[src/design/bertlv_pkg.sv]
`default_nettype none

package bertlv_pkg;

  localparam int DEFAULT_STACK_DEPTH   = 8;
  localparam int DEFAULT_OFFSET_BITS   = 16;
  localparam int DEFAULT_MAX_OID_BYTES = 9;

  // Depth of the queue between the front and the back part.
  localparam int QUEUE_DEPTH = 4;

  localparam int TAG_BITS = 28;
  localparam int NUM_OIDS = 5;
  localparam int OID_COLS = 9;

  // Register indexes of the configuration port.
  localparam logic [1:0] CFG_MAX_DEPTH   = 2'd0;
  localparam logic [1:0] CFG_MAX_LENGTH  = 2'd1;
  localparam logic [1:0] CFG_MAX_OFFSET  = 2'd2;
  localparam logic [1:0] CFG_MAX_TRIPLES = 2'd3;

  // Universal tag numbers that steer encapsulation.
  localparam logic [TAG_BITS-1:0] TAG_BIT_STRING   = 28'd3;
  localparam logic [TAG_BITS-1:0] TAG_OCTET_STRING = 28'd4;
  localparam logic [TAG_BITS-1:0] TAG_OID          = 28'd6;

  localparam logic [7:0] OID_TAB [NUM_OIDS][OID_COLS] = '{
    '{8'h55, 8'h1D, 8'h0E, 8'h00, 8'h00, 8'h00, 8'h00, 8'h00, 8'h00},
    '{8'h55, 8'h1D, 8'h0F, 8'h00, 8'h00, 8'h00, 8'h00, 8'h00, 8'h00},
    '{8'h55, 8'h1D, 8'h23, 8'h00, 8'h00, 8'h00, 8'h00, 8'h00, 8'h00},
    '{8'h2A, 8'h86, 8'h48, 8'h86, 8'hF7, 8'h0D, 8'h01, 8'h01, 8'h01},
    '{8'h67, 8'h81, 8'h08, 8'h01, 8'h01, 8'h01, 8'h00, 8'h00, 8'h00}
  };
  localparam logic [3:0] OID_LEN [NUM_OIDS] = '{4'd3, 4'd3, 4'd3, 4'd9, 4'd6};
  // The OID whose match also depends on the nesting depth.
  localparam int OID_DEPTH_GATED = 4;

  typedef enum logic [2:0] {
    PH_TAG, PH_TAGMORE, PH_LEN1, PH_LENMORE, PH_SKIP, PH_SKIPOID, PH_DONE
  } phase_e;

  typedef enum logic [2:0] {
    ST_OK       = 3'd0,
    ST_INDEF    = 3'd1,
    ST_LEN_CNT  = 3'd2,
    ST_LEN_LIM  = 3'd3,
    ST_OFF_LIM  = 3'd4,
    ST_TRIPLES  = 3'd5,
    ST_OVERFLOW = 3'd6
  } status_e;

  // One input byte with its classification flags.
  typedef struct packed {
    logic [7:0] data;
    logic       sof;
    logic       is_zero;
    logic       tag_long;
    logic       len_long;
    logic       len_bad;
    logic       len_indef;
  } item_t;

  typedef struct packed {
    logic [3:0]  max_depth;
    logic [15:0] max_length;
    logic [15:0] max_offset;
    logic [7:0]  max_triples;
  } cfg_t;

  typedef struct packed {
    logic                walk_done;
    status_e             status;
    logic                encapsulated;
    logic [15:0]         content_length;
    logic [15:0]         content_offset;
    logic [15:0]         header_offset;
    logic [3:0]          nest_depth;
    logic [TAG_BITS-1:0] tag_number;
    logic                constructed;
    logic [1:0]          tag_class;
  } result_t;

  function automatic logic [7:0] oid_byte(input int unsigned k, input logic [3:0] idx);
    logic [7:0] v;
    v = 8'h00;
    if (idx < 4'(OID_COLS)) v = OID_TAB[k][idx];
    return v;
  endfunction

endpackage

`default_nettype wire

[src/design/bertlv_front.sv]
`default_nettype none

module bertlv_front import bertlv_pkg::*; (
  input  wire logic       s_valid_i,
  input  wire logic [7:0] s_data_i,
  input  wire logic       s_sof_i,
  input  wire logic       q_full_i,
  output logic            s_ready_o,
  output logic            q_push_o,
  output item_t           q_item_o
);

  assign s_ready_o = !q_full_i;
  assign q_push_o  = s_valid_i && !q_full_i;

  // Classify the byte for every role it may take in a header.
  always_comb begin
    q_item_o.data      = s_data_i;
    q_item_o.sof       = s_sof_i;
    q_item_o.is_zero   = (s_data_i == 8'h00);
    q_item_o.tag_long  = (s_data_i[4:0] == 5'b11111);
    q_item_o.len_long  = s_data_i[7];
    q_item_o.len_bad   = s_data_i[7] && (s_data_i[6:0] == 7'd127);
    q_item_o.len_indef = (s_data_i == 8'h80);
  end

endmodule

`default_nettype wire

[src/design/bertlv_queue.sv]
`default_nettype none

module bertlv_queue import bertlv_pkg::*; (
  input  wire logic  clk_i,
  input  wire logic  rst_ni,
  input  wire logic  push_i,
  input  wire item_t item_i,
  output logic       full_o,
  input  wire logic  pop_i,
  output item_t      item_o,
  output logic       empty_o
);

  localparam int PW = $clog2(QUEUE_DEPTH);

  item_t         mem_q [QUEUE_DEPTH];
  logic [PW-1:0] wr_q, rd_q;
  logic [PW:0]   cnt_q;

  assign full_o  = (cnt_q == (PW+1)'(QUEUE_DEPTH));
  assign empty_o = (cnt_q == '0);
  assign item_o  = mem_q[rd_q];

  always_ff @(posedge clk_i) begin
    if (push_i) mem_q[wr_q] <= item_i;
  end

  always_ff @(posedge clk_i or negedge rst_ni) begin
    if (!rst_ni) begin
      wr_q  <= '0;
      rd_q  <= '0;
      cnt_q <= '0;
    end else begin
      if (push_i) wr_q <= wr_q + 1'b1;
      if (pop_i)  rd_q <= rd_q + 1'b1;
      if (push_i && !pop_i) cnt_q <= cnt_q + 1'b1;
      else if (!push_i && pop_i) cnt_q <= cnt_q - 1'b1;
    end
  end

endmodule

`default_nettype wire

[src/design/bertlv_back.sv]
`default_nettype none

module bertlv_back import bertlv_pkg::*; #(
  parameter int STACK_DEPTH   = DEFAULT_STACK_DEPTH,
  parameter int OFFSET_BITS   = DEFAULT_OFFSET_BITS,
  parameter int MAX_OID_BYTES = DEFAULT_MAX_OID_BYTES
) (
  input  wire logic  clk_i,
  input  wire logic  rst_ni,
  input  wire cfg_t  cfg_i,
  input  wire item_t item_i,
  input  wire logic  empty_i,
  output logic       pop_o,
  output logic       m_valid_o,
  input  wire logic  m_ready_i,
  output result_t    m_result_o
);

  localparam int SD  = STACK_DEPTH;
  localparam int OB  = OFFSET_BITS;
  localparam int DW  = $clog2(SD + 1);
  localparam int SIW = (SD > 1) ? $clog2(SD) : 1;
  localparam int EW  = ((OB > 16) ? OB : 16) + 2;
  localparam logic [OB-1:0] OMAX = '1;

  phase_e              phase_q, phase_d, ph;
  logic [OB-1:0]       off_q, off_d, off;
  logic [TAG_BITS-1:0] tag_q, tag_d, tag;
  logic [1:0]          cls_q, cls_d;
  logic                cons_q, cons_d;
  logic [2:0]          cont_q, cont_d, cont;
  logic [OB-1:0]       hstart_q, hstart_d;
  logic [15:0]         len_q, len_d, len;
  logic [6:0]          left_q, left_d, left;
  logic [OB-1:0]       skip_q, skip_d, skip;
  logic [OB-1:0]       stack_q [SD];
  logic [DW-1:0]       depth_q, depth_d, depth;
  logic [8:0]          trip_q, trip_d, trip;
  logic [OB-1:0]       outer_q, outer_d, outer;
  logic [NUM_OIDS-1:0] mask_q, mask_d, mask;
  logic [3:0]          oidx_q, oidx_d, oidx;
  logic                enc_q, enc_d, enc;

  logic [OB:0]         nxt;
  logic [EW-1:0]       endv;
  logic [5:0]          lim;
  logic [7:0]          b;
  logic                hdr_done, consumed, enter, is_oid, push, emit;
  status_e             status;
  result_t             res;
  logic                out_valid_q;
  result_t             out_q;

  assign pop_o      = !empty_i && (!out_valid_q || m_ready_i);
  assign m_valid_o  = out_valid_q;
  assign m_result_o = out_q;
  assign b          = item_i.data;

  always_comb begin
    // A start-of-file byte sees the walk as freshly reset.
    ph     = item_i.sof ? PH_TAG : phase_q;
    off    = item_i.sof ? '0 : off_q;
    tag    = item_i.sof ? '0 : tag_q;
    cont   = item_i.sof ? '0 : cont_q;
    len    = item_i.sof ? '0 : len_q;
    left   = item_i.sof ? '0 : left_q;
    skip   = item_i.sof ? '0 : skip_q;
    depth  = item_i.sof ? DW'(1) : depth_q;
    trip   = item_i.sof ? '0 : trip_q;
    outer  = item_i.sof ? '0 : outer_q;
    mask   = item_i.sof ? '1 : mask_q;
    oidx   = item_i.sof ? '0 : oidx_q;
    enc    = item_i.sof ? 1'b0 : enc_q;

    phase_d  = ph;
    off_d    = off;
    tag_d    = tag;
    cls_d    = item_i.sof ? 2'b00 : cls_q;
    cons_d   = item_i.sof ? 1'b0 : cons_q;
    cont_d   = cont;
    hstart_d = item_i.sof ? '0 : hstart_q;
    len_d    = len;
    left_d   = left;
    skip_d   = skip;
    depth_d  = depth;
    trip_d   = trip;
    outer_d  = outer;
    mask_d   = mask;
    oidx_d   = oidx;
    enc_d    = enc;

    nxt      = {1'b0, off} + 1'b1;
    endv     = EW'(nxt) + EW'(len);
    lim      = (cfg_i.max_depth == 4'd0) ? 6'd1 :
               ((6'(cfg_i.max_depth) > 6'(SD)) ? 6'(SD) : 6'(cfg_i.max_depth));
    hdr_done = 1'b0;
    consumed = 1'b0;
    enter    = 1'b0;
    is_oid   = 1'b0;
    push     = 1'b0;
    emit     = 1'b0;
    status   = ST_OK;
    res      = '0;

    if (ph != PH_DONE) begin
      unique case (ph)
        PH_TAG: begin
          if (!item_i.is_zero) begin
            hstart_d = off;
            cls_d    = b[7:6];
            cons_d   = b[5];
            cont_d   = 3'd0;
            if (item_i.tag_long) begin
              tag_d   = '0;
              phase_d = PH_TAGMORE;
            end else begin
              tag_d   = TAG_BITS'(b[4:0]);
              phase_d = PH_LEN1;
            end
          end
        end
        PH_TAGMORE: begin
          if (cont >= 3'd4) begin
            status = ST_OVERFLOW;
          end else begin
            tag_d  = {tag[TAG_BITS-8:0], b[6:0]};
            cont_d = cont + 3'd1;
            if (!b[7]) phase_d = PH_LEN1;
          end
        end
        PH_LEN1: begin
          if (item_i.len_indef) begin
            status = ST_INDEF;
          end else if (item_i.len_long) begin
            if (item_i.len_bad) begin
              status = ST_LEN_CNT;
            end else begin
              len_d   = '0;
              left_d  = b[6:0];
              phase_d = PH_LENMORE;
            end
          end else begin
            len_d    = {8'h00, b};
            hdr_done = 1'b1;
          end
        end
        PH_LENMORE: begin
          if (len[15:8] != 8'h00) begin
            status = ST_OVERFLOW;
          end else begin
            len_d    = {len[7:0], b};
            left_d   = (left != 7'd0) ? left - 7'd1 : 7'd0;
            hdr_done = (left <= 7'd1);
          end
        end
        PH_SKIP, PH_SKIPOID: begin
          if (ph == PH_SKIPOID) begin
            for (int k = 0; k < NUM_OIDS; k++) begin
              mask_d[k] = mask[k] && (oidx < OID_LEN[k]) && (oid_byte(k, oidx) == b);
            end
            if (oidx != 4'd15) oidx_d = oidx + 4'd1;
          end
          if (nxt >= {1'b0, skip}) begin
            if (ph == PH_SKIPOID) enc_d = (mask_d != '0);
            phase_d = PH_TAG;
          end
        end
        default: ;
      endcase

      // The length is final only once the header completes.
      endv = EW'(nxt) + EW'(len_d);

      if (status != ST_OK) begin
        res.tag_class     = cls_d;
        res.constructed   = cons_d;
        res.tag_number    = tag_d;
        res.nest_depth    = 4'(depth);
        res.header_offset = 16'(hstart_d);
        res.status        = status;
        res.walk_done     = 1'b1;
        emit              = 1'b1;
        phase_d           = PH_DONE;
      end else begin
        if (hdr_done) begin
          trip_d = (trip == 9'd511) ? trip : trip + 9'd1;
          is_oid = (tag_d == TAG_OID);
          if (is_oid) begin
            enc_d = 1'b0;
          end else if ((tag_d == TAG_BIT_STRING || tag_d == TAG_OCTET_STRING) && enc) begin
            consumed = 1'b1;
            enc_d    = 1'b0;
          end
          enter = (cons_d || consumed) && (len_d != 16'd0) && (6'(depth) < lim);

          if (len_d > cfg_i.max_length) status = ST_LEN_LIM;
          else if (EW'(nxt) > EW'(cfg_i.max_offset) || nxt[OB] || endv > EW'(OMAX))
            status = ST_OFF_LIM;
          else if (trip_d > {1'b0, cfg_i.max_triples}) status = ST_TRIPLES;

          res.tag_class      = cls_d;
          res.constructed    = cons_d;
          res.tag_number     = tag_d;
          res.nest_depth     = 4'(depth);
          res.header_offset  = 16'(hstart_d);
          res.content_offset = 16'(nxt);
          res.content_length = len_d;
          res.encapsulated   = consumed && enter;
          res.status         = status;
          emit               = 1'b1;
          if (outer == '0) outer_d = endv[OB-1:0];

          if (status != ST_OK) begin
            res.walk_done = 1'b1;
            phase_d       = PH_DONE;
          end else if (enter) begin
            push    = 1'b1;
            depth_d = depth + 1'b1;
            phase_d = PH_TAG;
          end else if (len_d == 16'd0) begin
            phase_d = PH_TAG;
          end else begin
            skip_d = endv[OB-1:0];
            if (is_oid && !cons_d) begin
              for (int k = 0; k < NUM_OIDS; k++) begin
                mask_d[k] = (16'(OID_LEN[k]) == len_d) && (int'(OID_LEN[k]) <= MAX_OID_BYTES);
              end
              if (6'(depth) >= lim) mask_d[OID_DEPTH_GATED] = 1'b0;
              oidx_d  = 4'd0;
              phase_d = PH_SKIPOID;
            end else begin
              phase_d = PH_SKIP;
            end
          end
        end

        if (status == ST_OK) begin
          off_d = nxt[OB] ? OMAX : nxt[OB-1:0];
          if (phase_d == PH_TAG) begin
            // Shallowest parent whose end is reached wins; a fresh push never pops.
            for (int k = SD - 1; k >= 0; k--) begin
              if ((k + 1) < int'(depth) && {1'b0, stack_q[k]} <= nxt) depth_d = DW'(k + 1);
            end
            if (outer_d != '0 && nxt >= {1'b0, outer_d}) begin
              phase_d       = PH_DONE;
              res.walk_done = 1'b1;
              emit          = 1'b1;
            end
          end
        end
      end
    end
  end

  always_ff @(posedge clk_i) begin
    if (pop_o && push) stack_q[SIW'(depth - 1'b1)] <= endv[OB-1:0];
    if (pop_o && emit) out_q <= res;
  end

  always_ff @(posedge clk_i or negedge rst_ni) begin
    if (!rst_ni) begin
      phase_q     <= PH_TAG;
      off_q       <= '0;
      tag_q       <= '0;
      cls_q       <= '0;
      cons_q      <= 1'b0;
      cont_q      <= '0;
      hstart_q    <= '0;
      len_q       <= '0;
      left_q      <= '0;
      skip_q      <= '0;
      depth_q     <= DW'(1);
      trip_q      <= '0;
      outer_q     <= '0;
      mask_q      <= '1;
      oidx_q      <= '0;
      enc_q       <= 1'b0;
      out_valid_q <= 1'b0;
    end else begin
      if (pop_o) begin
        phase_q  <= phase_d;
        off_q    <= off_d;
        tag_q    <= tag_d;
        cls_q    <= cls_d;
        cons_q   <= cons_d;
        cont_q   <= cont_d;
        hstart_q <= hstart_d;
        len_q    <= len_d;
        left_q   <= left_d;
        skip_q   <= skip_d;
        depth_q  <= depth_d;
        trip_q   <= trip_d;
        outer_q  <= outer_d;
        mask_q   <= mask_d;
        oidx_q   <= oidx_d;
        enc_q    <= enc_d;
      end
      if (pop_o && emit) out_valid_q <= 1'b1;
      else if (m_ready_i) out_valid_q <= 1'b0;
    end
  end

endmodule

`default_nettype wire

[src/design/ber_tlv_stream_walker.sv]
// BER TLV stream walker.
// The slave stream carries one byte of a BER encoded file per transaction in
// s_axis_tdata, with s_axis_tuser high on the first byte of a file; that
// byte restarts the walk at offset zero. The master stream carries one
// record per completed TLV header (identifier, depth, offsets and length),
// with the status code in m_axis_tuser and m_axis_tlast high on the last
// record of a walk. Errors, and reaching the end of the first item, end the
// walk; an end record with all fields zero is sent when no header completes
// on that byte. Later bytes are dropped until the next start of file.
// A front part classifies each byte and writes it into a four-entry queue;
// the back part decodes one byte per cycle into an output register while the
// receiver does not stall. The byte that completes a record waits in the
// queue, and the record is then registered in the output register. When the
// receiver stalls, the output register holds the record and the queue
// absorbs up to four more bytes before s_axis_tready drops. Reset clears the
// walk state, sets the depth limit to 8 and the other limits to their largest
// values; the nesting stack needs no clearing. Configuration registers are
// written through cfg_we_i, cfg_addr_i and cfg_wdata_i by the user only while
// the walker is idle; the block does not enforce this.

`default_nettype none

module ber_tlv_stream_walker import bertlv_pkg::*; #(
  parameter int STACK_DEPTH   = DEFAULT_STACK_DEPTH,
  parameter int OFFSET_BITS   = DEFAULT_OFFSET_BITS,
  parameter int MAX_OID_BYTES = DEFAULT_MAX_OID_BYTES
) (
  input  wire logic        clk_i,
  input  wire logic        rst_ni,
  input  wire logic        cfg_we_i,
  input  wire logic [1:0]  cfg_addr_i,
  input  wire logic [15:0] cfg_wdata_i,
  input  wire logic        s_axis_tvalid,
  output logic             s_axis_tready,
  input  wire logic [7:0]  s_axis_tdata,   // data_byte
  input  wire logic        s_axis_tuser,   // start_of_file
  output logic             m_axis_tvalid,
  input  wire logic        m_axis_tready,
  // tag_class[1:0], constructed[2], tag_number[30:3], nest_depth[34:31],
  // header_offset[50:35], content_offset[66:51], content_length[82:67],
  // encapsulated[83], zero fill[87:84]
  output logic [87:0]      m_axis_tdata,
  output logic [2:0]       m_axis_tuser,   // status
  output logic             m_axis_tlast    // walk_done
);

  cfg_t    cfg_q;
  item_t   f_item, q_item;
  logic    q_push, q_full, q_pop, q_empty;
  result_t res;

  // Limit registers; each write lands on the next clock edge.
  always_ff @(posedge clk_i or negedge rst_ni) begin
    if (!rst_ni) begin
      cfg_q.max_depth   <= 4'd8;
      cfg_q.max_length  <= 16'hFFFF;
      cfg_q.max_offset  <= 16'hFFFF;
      cfg_q.max_triples <= 8'hFF;
    end else if (cfg_we_i) begin
      unique case (cfg_addr_i)
        CFG_MAX_DEPTH:   cfg_q.max_depth   <= cfg_wdata_i[3:0];
        CFG_MAX_LENGTH:  cfg_q.max_length  <= cfg_wdata_i;
        CFG_MAX_OFFSET:  cfg_q.max_offset  <= cfg_wdata_i;
        CFG_MAX_TRIPLES: cfg_q.max_triples <= cfg_wdata_i[7:0];
        default: ;
      endcase
    end
  end

  bertlv_front u_front (
    .s_valid_i (s_axis_tvalid),
    .s_data_i  (s_axis_tdata),
    .s_sof_i   (s_axis_tuser),
    .q_full_i  (q_full),
    .s_ready_o (s_axis_tready),
    .q_push_o  (q_push),
    .q_item_o  (f_item)
  );

  bertlv_queue u_queue (
    .clk_i   (clk_i),
    .rst_ni  (rst_ni),
    .push_i  (q_push),
    .item_i  (f_item),
    .full_o  (q_full),
    .pop_i   (q_pop),
    .item_o  (q_item),
    .empty_o (q_empty)
  );

  bertlv_back #(
    .STACK_DEPTH   (STACK_DEPTH),
    .OFFSET_BITS   (OFFSET_BITS),
    .MAX_OID_BYTES (MAX_OID_BYTES)
  ) u_back (
    .clk_i      (clk_i),
    .rst_ni     (rst_ni),
    .cfg_i      (cfg_q),
    .item_i     (q_item),
    .empty_i    (q_empty),
    .pop_o      (q_pop),
    .m_valid_o  (m_axis_tvalid),
    .m_ready_i  (m_axis_tready),
    .m_result_o (res)
  );

  assign m_axis_tdata = {4'b0000, res.encapsulated, res.content_length, res.content_offset,
                         res.header_offset, res.nest_depth, res.tag_number,
                         res.constructed, res.tag_class};
  assign m_axis_tuser = res.status;
  assign m_axis_tlast = res.walk_done;

endmodule

`default_nettype wire

[config.mk]
export PLATFORM = sky130hd
export DESIGN_NAME = ber_tlv_stream_walker
export DESIGN_NICKNAME = d
export VERILOG_FILES = /design/src/design/bertlv_pkg.sv /design/src/design/bertlv_front.sv /design/src/design/bertlv_queue.sv /design/src/design/bertlv_back.sv /design/src/design/ber_tlv_stream_walker.sv
export SDC_FILE = /design/constraint.sdc
export NUM_CORES = 1
export LEC_CHECK = 0
export ABC_AREA = 1
export BUFFER_PORTS_ARGS = -buffer_cell sky130_fd_sc_hd__buf_4
export CORE_ASPECT_RATIO = 0.6
export CORE_MARGIN = 5
export CORE_UTILIZATION = 55
export DETAILED_ROUTE_END_ITERATION = 10
export PLACE_DENSITY = 0.69
export RECOVER_POWER = 25
export SETUP_SLACK_MARGIN = 0.4
export SYNTH_ARGS = -nofsm -noshare
export SYNTH_HDL_FRONTEND = slang
export SYNTH_SLANG_ARGS = --single-unit
[constraint.sdc]
create_clock -name clk_i -period 21.4 [get_ports clk_i]
set_input_delay 1.07 -clock clk_i [delete_from_list [all_inputs] [get_ports clk_i]]
set_output_delay 1.07 -clock clk_i [all_outputs]
set_load 0.05 [all_outputs]
==> results.json <==
{
  "finalSetupViolations": 0,
  "crit_arrival_ns": 9.58,
  "nets": 3696,
  "start_util_pct": 55.3,
  "syn2layout_area_growth_pct": 11.2,
  "rsz0062_at_grt": "false",
  "dr.pass1.iters": 6,
  "multi_input_area_mm2": 0.0132,
  "synth_top_area_share_pct": 28.7,
  "io_pins": 126,
  "critPathLaunchType": "flop",
  "finalSetupTns_ns": 0,
  "clock_path_buffers": 3,
  "worstMarginPinSlew_ns": 4.39,
  "cpMostUsedCell": "nand2_1",
  "slew_headroom_pct": -193,
  "synth_warnings": 0,
  "die_area_mm2": 0.0557,
  "period_share_pct": 43.9,
  "numCtsBuffers": 45,
  "cts_setup_buffers": 0,
  "ant_nets": 0,
  "clk_latency_ns": 0.58,
  "synthSimpleGateAreaFrac_pct": 21.5,
  "wl_per_cell_um": 21.7,
  "ys_async_sr_fraction_pct": 42.6,
  "cellPowerDensity_mw_per_mm2": 157,
  "yosys.area_share.xor_xnor_pct": 1.88,
  "synth_top_family_by_area": "simple AND/OR/NAND/NOR gates",
  "combPwrFrac_pct": 53.8,
  "vias": 24100,
  "path_class": "flop to flop",
  "port_buffers": 121,
  "critical_path_required_ns": 21.59,
  "crit_fanout": 88,
  "vdd_drop_max_mv": 0.0942,
  "p_switching_uw": 2440,
  "yosysSeqAreaShare_pct": 46.7,
  "yosysTopAreaCell": "edfxtp_1",
  "grt_pass1_vias": 22500,
  "synth_edf_count": 268,
  "p_int_uw": 2460,
  "power_frac_seq_pct": 28.5,
  "synth-seq-cells": 467,
  "hpwl_um": 67300,
  "fin_ws_ns": 12.01,
  "status": "finished, violations left",
  "fill_cells": 4493,
  "tritoncts": "built",
  "end_kind": "flop",
  "synth.area.mux_share_pct": 0.0357,
  "antenna_found_initial": 6,
  "violations": "max-capacitance violations, max-slew violations",
  "wirelength_um": 89600,
  "synth_compound_area_share_pct": 11.9,
  "hold_buffers": 0,
  "gp_congestion": 0.984,
  "hold_viol_final": 0,
  "via_per_inst": 5.83,
  "cts_sinks": 467,
  "period_minus_slack_ns": 9.39,
  "p_leak_uw": 0.0141,
  "netlist-cell-type-count": 67,
  "die_x_um": 301,
  "synth_fa_ha_area_share_pct": 11.6,
  "cts-root-buf": "clkbuf_16",
  "p_clk_share_pct": 17.7,
  "sw_frac_of_total_pct": 49.8,
  "grt.total_usage_pct": 31.9,
  "grt_pass1_wl_um": 136000,
  "drive_gt1_share_pct": 9.76,
  "fmax_ghz": 0.107,
  "drc_errors": 0,
  "regArea_mm2": 0.0131,
  "clk_pin_slew_ns": 0.07,
  "synth_cells": 3306,
  "syn_avg_cell_area_um2": 8.47,
  "synth_area_mm2": 0.0280,
  "core_area_mm2": 0.0507,
  "cts_resized": 0,
  "placed_cell_area_mm2": 0.0297,
  "critPathMaxStageDelay_ns": 0.95,
  "num_rows": 64,
  "slew_violations": 129,
  "first_iter_violations": 2745,
  "post-place-ws_ns": 12.17,
  "grt_max_degree": 89,
  "ys.flop_type": "edfxtp_1",
  "hold_path_class": "flop to flop",
  "synth_area_leaders": "edfxtp_1 29%, dfrtp_1 14%, nand2_1 12%",
  "die_h_um": 185,
  "final_cell_area_mm2": 0.0312,
  "cp_slowest_cell": "dfrtp_1",
  "skew_ns": 0.0173,
  "htree_levels": 2,
  "gr-total-overflow": 0,
  "max_cap_violations": 2
}
## layout make-up
cell class / instances / area share (%)
antenna: 1 / 0.00803
inverter: 346 / 4.19
clock buffer: 58 / 4.03
multi-input combinational: 2386 / 42.3
sequential: 467 / 42.0
tap: 693 / 2.78
clock inverter: 25 / 1.04
timing repair buffer: 161 / 3.68
## cells by family after synthesis
logic type	count (synthesis)
flip-flops	467
AO/OA/AOI/OAI	596
adder cells (fa/ha/maj)	257
XOR/XNOR	60
multiplexers	1
AND/OR/NAND/NOR	1468
buffers and inverters	456
other	1
## per-stage QoR
step | cells | power (µW) | hold slack (ns) | utilization [%]
2_1_floorplan | 3309 | 3130 | 0.446 | -
3_5_place_dp | 4053 | 4000 | 0.460 | 58.5
5_1_grt | 4136 | 5190 | 0.490 | 61.5
6_report | 4137 | 4900 | 0.471 | 61.5
3_3_place_gp | 4053 | 3950 | 0.456 | 58.5
4_1_cts | 4136 | 4870 | 0.472 | 61.6
## worst paths after layout
check / from / end / slack, ns / depth (start not counted)
min in group asynchronous: rst_ni / u_back.skip_q[14]$_DFFE_PN0P_ / 2.04 / 1
max: u_queue.rd_q[0]$_DFFE_PN0P_ / u_back.m_result_o[54]$_SDFFCE_PP0P_ / 12.01 / 33
min reg2reg: u_back.mask_q[4]$_DFFE_PN1P_ / u_back.mask_q[4]$_DFFE_PN1P_ / 0.47 / 2
min: u_back.mask_q[4]$_DFFE_PN1P_ / u_back.mask_q[4]$_DFFE_PN1P_ / 0.47 / 2
max reg2reg: u_queue.rd_q[0]$_DFFE_PN0P_ / u_back.m_result_o[54]$_SDFFCE_PP0P_ / 12.01 / 33
max in group asynchronous: rst_ni / u_back.tag_q[16]$_DFFE_PN0P_ / 14.59 / 3
## placed cells by master (no fill, tap or decap), types with 25 or more instances in the layout
cell type | Yosys | layout
a21oi_1 | 150 | 150
nor2_1 | 325 | 316
inv_1 | 327 | 325
nor3_1 | 25 | 25
ha_1 | 254 | 254
xor2_1 | 46 | 46
dfstp_2 | 47 | 47
nand4_1 | 40 | 40
buf_4 | 5 | 144
dfrtp_1 | 152 | 152
o21ai_1 | 30 | 34
edfxtp_1 | 268 | 268
clkbuf_16 | 0 | 45
o21ai_0 | 289 | 285
nand3_1 | 143 | 143
nand2_1 | 881 | 880
## synth_stat cells (9+ instances only)
| library cell | count |
|---|---|
| a31oi_1 | 20 |
| inv_1 | 327 |
| xnor2_1 | 14 |
| dfstp_2 | 47 |
| nand4_1 | 40 |
| or2_2 | 9 |
| xor2_1 | 46 |
| o21ai_1 | 30 |
| ha_1 | 254 |
| o21ai_0 | 289 |
| o211ai_1 | 10 |
| o22ai_1 | 14 |
| o31ai_1 | 10 |
| nand2_1 | 881 |
| inv_2 | 14 |
| a21oi_1 | 150 |
| clkbuf_1 | 61 |
| nor4_1 | 10 |
| nor3_1 | 25 |
| buf_2 | 20 |
| dfrtp_1 | 152 |
| edfxtp_1 | 268 |
| nor2_1 | 325 |
| nand3_1 | 143 |
| buf_1 | 17 |
## layer usage
layer	up-vias	routed length [µm]	global-route usage [%]	share of wire [%]
li1	11300	-	-	-
met2	1127	35400	43.6	39
met5	-	53	0	0.059
met1	11600	42400	50.5	47
met4	8	1360	5.36	1.5
met3	120	10400	9.47	12
## power by group through the flow
stage / sequential (µW) / clock, µW / combinational, µW
global placement: 1400 / 0 / 2550
detailed placement: 1410 / 0 / 2590
finish: 1390 / 868 / 2630
floorplan: 1700 / 0 / 1430
global route: 1420 / 916 / 2860
CTS: 1390 / 874 / 2600
## state kept, by name (all words and copies together) (netlist names), 3 cells and up
register           cells
u_back.oidx_q          4
cfg_q                 44
u_back.len_q          16
u_back.left_q          7
u_back.stack_q       128
u_back.trip_q          9
u_back.tag_q          28
u_back.depth_q         4
u_back.mask_q          5
u_back.cont_q          3
u_queue.mem_q         52
u_back.hstart_q       16
u_back.phase_q         3
u_back.skip_q         16
u_back.outer_q        16
u_queue.cnt_q          3
u_back.m_result_o     88
u_back.off_q          16
## worst max-delay path: cells and delay by family, from the launching register on
kind | cells | cell delay [ns]
flops | 1 | 0.95
simple gates | 17 | 2.82
compound gates | 8 | 1.58
xor+xnor | 1 | 0.35
buf+inv | 5 | 2.35
fa+ha+maj | 2 | 0.77
Note: power is estimated with default switching activity, not from simulation.
